## src/spq_pkg.sv

```systemverilog
`default_nettype none

package spq_pkg;

  localparam int unsigned QUEUE_DEPTH_DEF  = 16;
  localparam int unsigned PRIORITY_BITS    = 8;
  localparam int unsigned PAYLOAD_BITS     = 32;
  localparam int unsigned COUNT_FIELD_BITS = 5;

  typedef enum logic {
    OP_ENQUEUE = 1'b0,
    OP_DEQUEUE = 1'b1
  } op_e;

  typedef enum logic [1:0] {
    STATUS_OK        = 2'd0,
    STATUS_FULL_DROP = 2'd1,
    STATUS_EMPTY_DEQ = 2'd2
  } status_e;

  typedef enum logic {
    ST_IDLE = 1'b0,
    ST_HOLD = 1'b1
  } state_e;

  typedef struct packed {
    op_e                      operation;
    logic [PRIORITY_BITS-1:0] priority_req;
    logic [PAYLOAD_BITS-1:0]  payload;
  } spq_in_t;

  typedef struct packed {
    logic                        out_valid;
    logic [PRIORITY_BITS-1:0]    out_priority;
    logic [PAYLOAD_BITS-1:0]     out_payload;
    logic [COUNT_FIELD_BITS-1:0] entry_count;
    logic                        queue_empty;
    status_e                     status;
  } spq_out_t;

  typedef struct packed {
    logic    enq;
    logic    deq;
    logic    load;
    status_e status;
  } spq_cmd_t;

  typedef struct packed {
    logic full;
    logic empty;
  } spq_stat_t;

endpackage

`default_nettype wire

```

## src/spq_ctrl.sv

```systemverilog
`default_nettype none

module spq_ctrl (
  input  wire              clk_i,
  input  wire              rst_ni,
  input  wire              in_valid_i,
  input  spq_pkg::op_e     op_i,
  input  wire              out_stall_i,
  input  spq_pkg::spq_stat_t stat_i,
  output logic             in_stall_o,
  output logic             out_valid_o,
  output spq_pkg::spq_cmd_t cmd_o
);
  import spq_pkg::*;

  state_e state_q, state_d;
  logic   accept;

  assign accept = in_valid_i && !in_stall_o;

  always_ff @(posedge clk_i or negedge rst_ni) begin
    if (!rst_ni) begin
      state_q <= ST_IDLE;
    end else begin
      state_q <= state_d;
    end
  end

  always_comb begin
    state_d = state_q;
    case (state_q)
      ST_IDLE: begin
        if (accept) state_d = ST_HOLD;
      end
      ST_HOLD: begin
        if (accept) begin
          state_d = ST_HOLD;
        end else if (!out_stall_i) begin
          state_d = ST_IDLE;
        end
      end
      default: state_d = ST_IDLE;
    endcase
  end

  always_comb begin
    in_stall_o  = 1'b0;
    out_valid_o = 1'b0;
    case (state_q)
      ST_IDLE: begin
        in_stall_o  = 1'b0;
        out_valid_o = 1'b0;
      end
      ST_HOLD: begin
        in_stall_o  = out_stall_i;
        out_valid_o = 1'b1;
      end
      default: begin
        in_stall_o  = 1'b0;
        out_valid_o = 1'b0;
      end
    endcase
  end

  always_comb begin
    cmd_o.load   = accept;
    cmd_o.enq    = accept && (op_i == OP_ENQUEUE) && !stat_i.full;
    cmd_o.deq    = accept && (op_i == OP_DEQUEUE) && !stat_i.empty;
    cmd_o.status = STATUS_OK;
    if (op_i == OP_ENQUEUE && stat_i.full) begin
      cmd_o.status = STATUS_FULL_DROP;
    end else if (op_i == OP_DEQUEUE && stat_i.empty) begin
      cmd_o.status = STATUS_EMPTY_DEQ;
    end
  end

endmodule

`default_nettype wire

```

## src/spq_datapath.sv

```systemverilog
`default_nettype none

module spq_datapath #(
  parameter int unsigned QUEUE_DEPTH = spq_pkg::QUEUE_DEPTH_DEF
) (
  input  wire                clk_i,
  input  wire                rst_ni,
  input  spq_pkg::spq_in_t   in_data_i,
  input  spq_pkg::spq_cmd_t  cmd_i,
  output spq_pkg::spq_stat_t stat_o,
  output spq_pkg::spq_out_t  out_data_o
);
  import spq_pkg::*;

  localparam int unsigned CNT_W = $clog2(QUEUE_DEPTH + 1);

  logic [PRIORITY_BITS-1:0] prio_q [QUEUE_DEPTH];
  logic [PAYLOAD_BITS-1:0]  data_q [QUEUE_DEPTH];
  logic [QUEUE_DEPTH-1:0]   go;
  logic [CNT_W-1:0]         count_q, count_d;
  spq_out_t                 result_q, result_d;

  assign stat_o.full  = (count_q == CNT_W'(QUEUE_DEPTH));
  assign stat_o.empty = (count_q == '0);

  for (genvar i = 0; i < QUEUE_DEPTH; i++) begin : g_cell
    logic [PRIORITY_BITS-1:0] prio_d;
    logic [PAYLOAD_BITS-1:0]  data_d;
    logic                     from_prev;
    logic                     has_next;

    assign go[i] = (CNT_W'(i) >= count_q) || (prio_q[i] < in_data_i.priority_req);

    if (i == 0) begin : g_head
      assign from_prev = 1'b0;
    end else begin : g_body
      assign from_prev = go[i-1];
    end

    if (i == QUEUE_DEPTH - 1) begin : g_tail
      assign has_next = 1'b0;
    end else begin : g_inner
      assign has_next = 1'b1;
    end

    always_comb begin
      prio_d = prio_q[i];
      data_d = data_q[i];
      if (cmd_i.enq && go[i]) begin
        if (from_prev) begin
          prio_d = prio_q[(i == 0) ? 0 : i - 1];
          data_d = data_q[(i == 0) ? 0 : i - 1];
        end else begin
          prio_d = in_data_i.priority_req;
          data_d = in_data_i.payload;
        end
      end else if (cmd_i.deq && has_next) begin
        prio_d = prio_q[(i == QUEUE_DEPTH - 1) ? i : i + 1];
        data_d = data_q[(i == QUEUE_DEPTH - 1) ? i : i + 1];
      end
    end

    always_ff @(posedge clk_i) begin
      prio_q[i] <= prio_d;
      data_q[i] <= data_d;
    end
  end

  always_comb begin
    count_d = count_q;
    if (cmd_i.enq) begin
      count_d = count_q + CNT_W'(1);
    end else if (cmd_i.deq) begin
      count_d = count_q - CNT_W'(1);
    end
  end

  always_comb begin
    result_d              = result_q;
    if (cmd_i.load) begin
      result_d.out_valid    = cmd_i.deq;
      result_d.out_priority = cmd_i.deq ? prio_q[0] : '0;
      result_d.out_payload  = cmd_i.deq ? data_q[0] : '0;
      result_d.entry_count  = COUNT_FIELD_BITS'(count_d);
      result_d.queue_empty  = (count_d == '0);
      result_d.status       = cmd_i.status;
    end
  end

  always_ff @(posedge clk_i or negedge rst_ni) begin
    if (!rst_ni) begin
      count_q <= '0;
    end else begin
      count_q <= count_d;
    end
  end

  always_ff @(posedge clk_i) begin
    result_q <= result_d;
  end

  assign out_data_o = result_q;

endmodule

`default_nettype wire

```

## src/stable_priority_queue_unit.sv

```systemverilog
// Stable priority queue: a sorted store of up to QUEUE_DEPTH entries, highest
// priority at the front, equal priorities kept in arrival order.
// Input channel (in_valid_i / in_stall_o / in_data_i): one transaction is one
// enqueue or dequeue. Output channel (out_valid_o / out_stall_i / out_data_o):
// exactly one result transaction per input transaction, in order.
// The result is registered and shown in the cycle after the input is taken.
// Throughput: one transaction per cycle unless the receiver stalls; every cell
// of the shifting store compares its priority against the request in parallel
// and shifts in the same cycle, so the store update sets the cycle.
// The result register parts the channels: a new input is taken while a result
// waits, unless the receiver stalls, in which case in_stall_o follows
// out_stall_i and the pending result holds unchanged.
// Reset empties the queue (count zero) and drops any pending result; stored
// entries are not cleared, only slots below the count are ever read.
// A full enqueue is dropped with status 1; an empty dequeue returns zeros with
// status 2.
`default_nettype none

module stable_priority_queue_unit #(
  parameter int unsigned QUEUE_DEPTH = spq_pkg::QUEUE_DEPTH_DEF
) (
  input  wire               clk_i,
  input  wire               rst_ni,
  input  wire               in_valid_i,
  output logic              in_stall_o,
  input  spq_pkg::spq_in_t  in_data_i,
  output logic              out_valid_o,
  input  wire               out_stall_i,
  output spq_pkg::spq_out_t out_data_o
);
  import spq_pkg::*;

  spq_cmd_t  cmd;
  spq_stat_t stat;

  spq_ctrl u_ctrl (
    .clk_i       (clk_i),
    .rst_ni      (rst_ni),
    .in_valid_i  (in_valid_i),
    .op_i        (in_data_i.operation),
    .out_stall_i (out_stall_i),
    .stat_i      (stat),
    .in_stall_o  (in_stall_o),
    .out_valid_o (out_valid_o),
    .cmd_o       (cmd)
  );

  spq_datapath #(
    .QUEUE_DEPTH (QUEUE_DEPTH)
  ) u_datapath (
    .clk_i      (clk_i),
    .rst_ni     (rst_ni),
    .in_data_i  (in_data_i),
    .cmd_i      (cmd),
    .stat_o     (stat),
    .out_data_o (out_data_o)
  );

endmodule

`default_nettype wire

```

## config.mk

```make
export PLATFORM = sky130hd
export DESIGN_NAME = stable_priority_queue_unit
export DESIGN_NICKNAME = d
export VERILOG_FILES = /design/src/spq_pkg.sv /design/src/spq_ctrl.sv /design/src/spq_datapath.sv /design/src/stable_priority_queue_unit.sv
export SDC_FILE = /design/constraint.sdc
export NUM_CORES = 2
export LEC_CHECK = 0
export BUFFER_PORTS_ARGS = -buffer_cell sky130_fd_sc_hd__clkbuf_2
export CORE_MARGIN = 4
export CORE_UTILIZATION = 35
export DETAILED_ROUTE_END_ITERATION = 7
export GPL_ROUTABILITY_DRIVEN = 0
export SYNTH_ARGS = -nofsm -noshare
export SYNTH_HDL_FRONTEND = slang
export SYNTH_SLANG_ARGS = --single-unit
export TNS_END_PERCENT = 30
```

## constraint.sdc

```tcl
create_clock -name clk_i -period 7.67 [get_ports clk_i]
set_clock_uncertainty 0.2 [all_clocks]
set_input_delay 0.3835 -clock clk_i [delete_from_list [all_inputs] [get_ports clk_i]]
set_output_delay 0.3835 -clock clk_i [all_outputs]
set_load 0.01 [all_outputs]
```

==> qor.txt <==
Status -> finished, final reports clean
Peak VDD IR -> 0.191 mV
Final Cell Area -> 40800 um2
Die H -> 332 um
Final Cycle Share -> 50.9%
Most frequent cells in the layout -> 689 x edfxtp_1, 500 x nand2_1, 472 x mux2i_1, 434 x o21ai_0, 146 x mux2_2
WP data arrival -> 3.94 ns
DRT Wirelength -> 95500 um
Final number of hold-violating endpoints -> 0
Port buffer count -> 95
DRC -> 0
Clock Latency Late Sink -> 0.62 ns
Cell family with most CP delay -> simple AND/OR/NAND/NOR gates
Synthesized flop and latch total -> 695
Initial antenna violation count -> 8
First-pass GRT wire length -> 148000 um
Post-synthesis cell type count -> 56
Crit path launch -> u_datapath.count_q[1]$_DFF_PN0_
# IOs -> 96
GR Overflow Total -> 0
Die area -> 110000 um2
Syn Inst Count -> 3142
RSZ-0062 raised after global routing -> no
Vias in the first global route -> 24800
Worst setup EP type -> flip-flop
CP max-delay cell -> or2_2
Final-layout fill cell count -> 10100
Type of the worst min-delay path -> in2reg
Multi-input logic area -> 15000 um2
Synth Net Count -> 3304
Worst R2R Start -> u_datapath.count_q[1]$_DFF_PN0_
Sequential fraction of the synthesis area -> 56.9%
Clk slew on worst S/H paths -> 0.06 ns
HPWL Detailed -> 62300 um
Clock sink total -> 695
Max cap viols -> 0
Core footprint -> 104000 um2
CP cell instances -> inv_1, ha_1, nand4bb_1, nand3b_1, a211oi_4, or2_2
Netlist area before placement -> 36600 um2
Initial DRC Count -> 1658
Reg area -> 20800 um2
Worst slew pin tran -> 1.11 ns
YS warnings -> 0
Critical Path Start Type -> flip-flop
Post-DR wirelength/cell -> 20.9 um
Antenna Nets Post-Route -> 0
Pwr dens -> 320 nW/um2
Syn Area/Cell -> 11.7 um2
Die width -> 332 um
Required time of the critical path -> 7.71 ns
Drt pass-1 iters -> 6
Drt via density -> 5.36
Initial core utilization -> 35.3%
Final setup TNS -> 0 ns
Setup Fix Bufs, Post-CTS -> 0
Worst path bufs/invs -> 1
Slowest stage delay, CP -> 0.88 ns
Largest net degree at the start of global routing -> 82
Slew Viols, Final -> 0
Cell Area, Placed -> 38500 um2
Post-synth EDFFs -> 689
Resize count post-CTS -> 0
Util after Layout -> 39.3%
Clk Tree Root Cell -> clkbuf_16
CP Max Fanout -> 40
Layout area overhead -> 11.2%
H-tree depth -> 3
Fraction of registers with async set/reset -> 0.863%
Relative slew margins -> 25.6%
Proportion of layout cells with a drive suffix above 1 -> 13.8%
Fin crit period -> 3.90 ns
Min-Delay Startpoint -> in_data_i[27]
Site row count -> 118
P_leak -> 15.4 nW
Final setup violation count -> 0
Crit Path Category -> reg2reg
Max Buffers Root-to-Sink -> 3
CTS tree -> built
CTS buffer count -> 73
DR vias -> 24500
Dominant synthesized flop cell -> edfxtp_1
Total GRT Usage -> 16.8%
Commonest non-fill, non-tap cell in the layout -> edfxtp_1
Fmax -> 256 MHz
Layout net count -> 3292
synth_stat cells (all sizes together) (3+ instances only):
library cell / number / area share (%)
edfxtp: 689 / 56
nand2: 510 / 5.2
mux2i: 472 / 13
o21ai: 450 / 6.1
clkbuf: 154 / 1.6
nor2: 154 / 1.6
mux2: 152 / 4.7
a21oi: 138 / 1.9
ha: 117 / 4.0
buf: 85 / 1.2
a31oi: 45 / 0.77
and2: 43 / 0.73
inv: 20 / 0.21
nand2b: 14 / 0.24
nand4: 14 / 0.24
a21o: 9 / 0.18
o21a: 8 / 0.16
a2111o: 7 / 0.22
dfrtp: 6 / 0.41
nor3: 6 / 0.082
or2: 6 / 0.10
a211oi: 5 / 0.12
a2111oi: 4 / 0.096
a41oi: 3 / 0.072
nand3: 3 / 0.075
or4: 3 / 0.061
xnor2: 3 / 0.072
worst reg2reg max path, delay by kind of cell, from the launching register on:
| kind | cells | cell delay, ns |
|---|---|---|
| flip-flops | 1 | 0.65 |
| adder cells (fa/ha/maj) | 1 | 0.25 |
| AND/OR/NAND/NOR | 3 | 1.74 |
| buffers and inverters | 1 | 0.17 |
| AO/OA/AOI/OAI | 1 | 0.46 |
final timing paths:
path / end / slack (ns) / depth (start not counted)
worst max register to register: u_datapath.data_q[2][43]$_DFFE_PP_ / 3.77 / 6
worst min-delay path: u_datapath.data_q[3][59]$_DFFE_PP_ / 0.16 / 3
min in group asynchronous: u_datapath.count_q[1]$_DFF_PN0_ / 0.51 / 3
max in group asynchronous: u_ctrl.state_q$_DFF_PN0_ / 6.53 / 3
worst max-delay path: u_datapath.data_q[2][43]$_DFFE_PP_ / 3.77 / 6
worst min register to register: u_datapath.data_q[7][22]$_DFFE_PP_ / 0.34 / 1
layout make-up:
| cell class | count | area share (%) |
|---|---|---|
| diodes | 5 | 0.0307 |
| clock buffers | 93 | 4.82 |
| clock inverters | 32 | 0.531 |
| inverters | 20 | 0.190 |
| multi-input cells | 2188 | 36.8 |
| flip-flops and latches | 695 | 51.1 |
| well taps | 1380 | 4.24 |
| repair buffers | 152 | 2.25 |
per-stage QoR:
step	power, mW	std cells	hold WS [ns]	setup WS [ns]
finish	13.0	4565	0.160	3.77
global route	13.8	4560	0.155	3.57
CTS	13.1	4560	0.124	3.75
detailed placement	9.73	4430	0.0190	3.28
global placement	9.66	4430	0.0178	3.34
floorplan	8.55	3142	-0.112	1.83
cell families after synthesis:
family	after synthesis	share of synthesized area (%)
and+or+nand+nor	761	8.52
DFF	695	56.9
AOI/OAI and AO/OA	682	10.0
muxes	624	17.6
buffers and inverters	259	2.95
adders and majority gates	117	3.99
xor gates and xnor gates	4	0.0956
layer usage:
layer	track usage [%]	vias up	part of all wire, %
li1	-	11600	-
met1	22.7	12300	45
met2	28.4	442	48
met3	3.21	121	4.7
met4	3.45	6	1.8
met5	0	-	0.051
repair_timing:
item / in CTS / in global routing
endpoints found under the hold margin: 9 / 0
setup endpoints to repair: 0 / 0
hold buffers: 5 / 0
power by group:
group	internal [mW]	switching [mW]	leakage [nW]	total, mW
clock network	1.87	1.53	1.06	3.40
logic	1.55	2.38	7.71	3.92
registers	5.25	0.473	6.58	5.72
total	8.67	4.38	15.4	13.0
state kept, by name, summed over array words and instances (netlist names):
| name | count |
|---|---|
| u_datapath.data_q | 512 |
| u_datapath.prio_q | 128 |
| u_datapath.out_data_o | 49 |
| u_datapath.count_q | 5 |
| u_ctrl.state_q | 1 |
(Power assumes the default switching activity.)
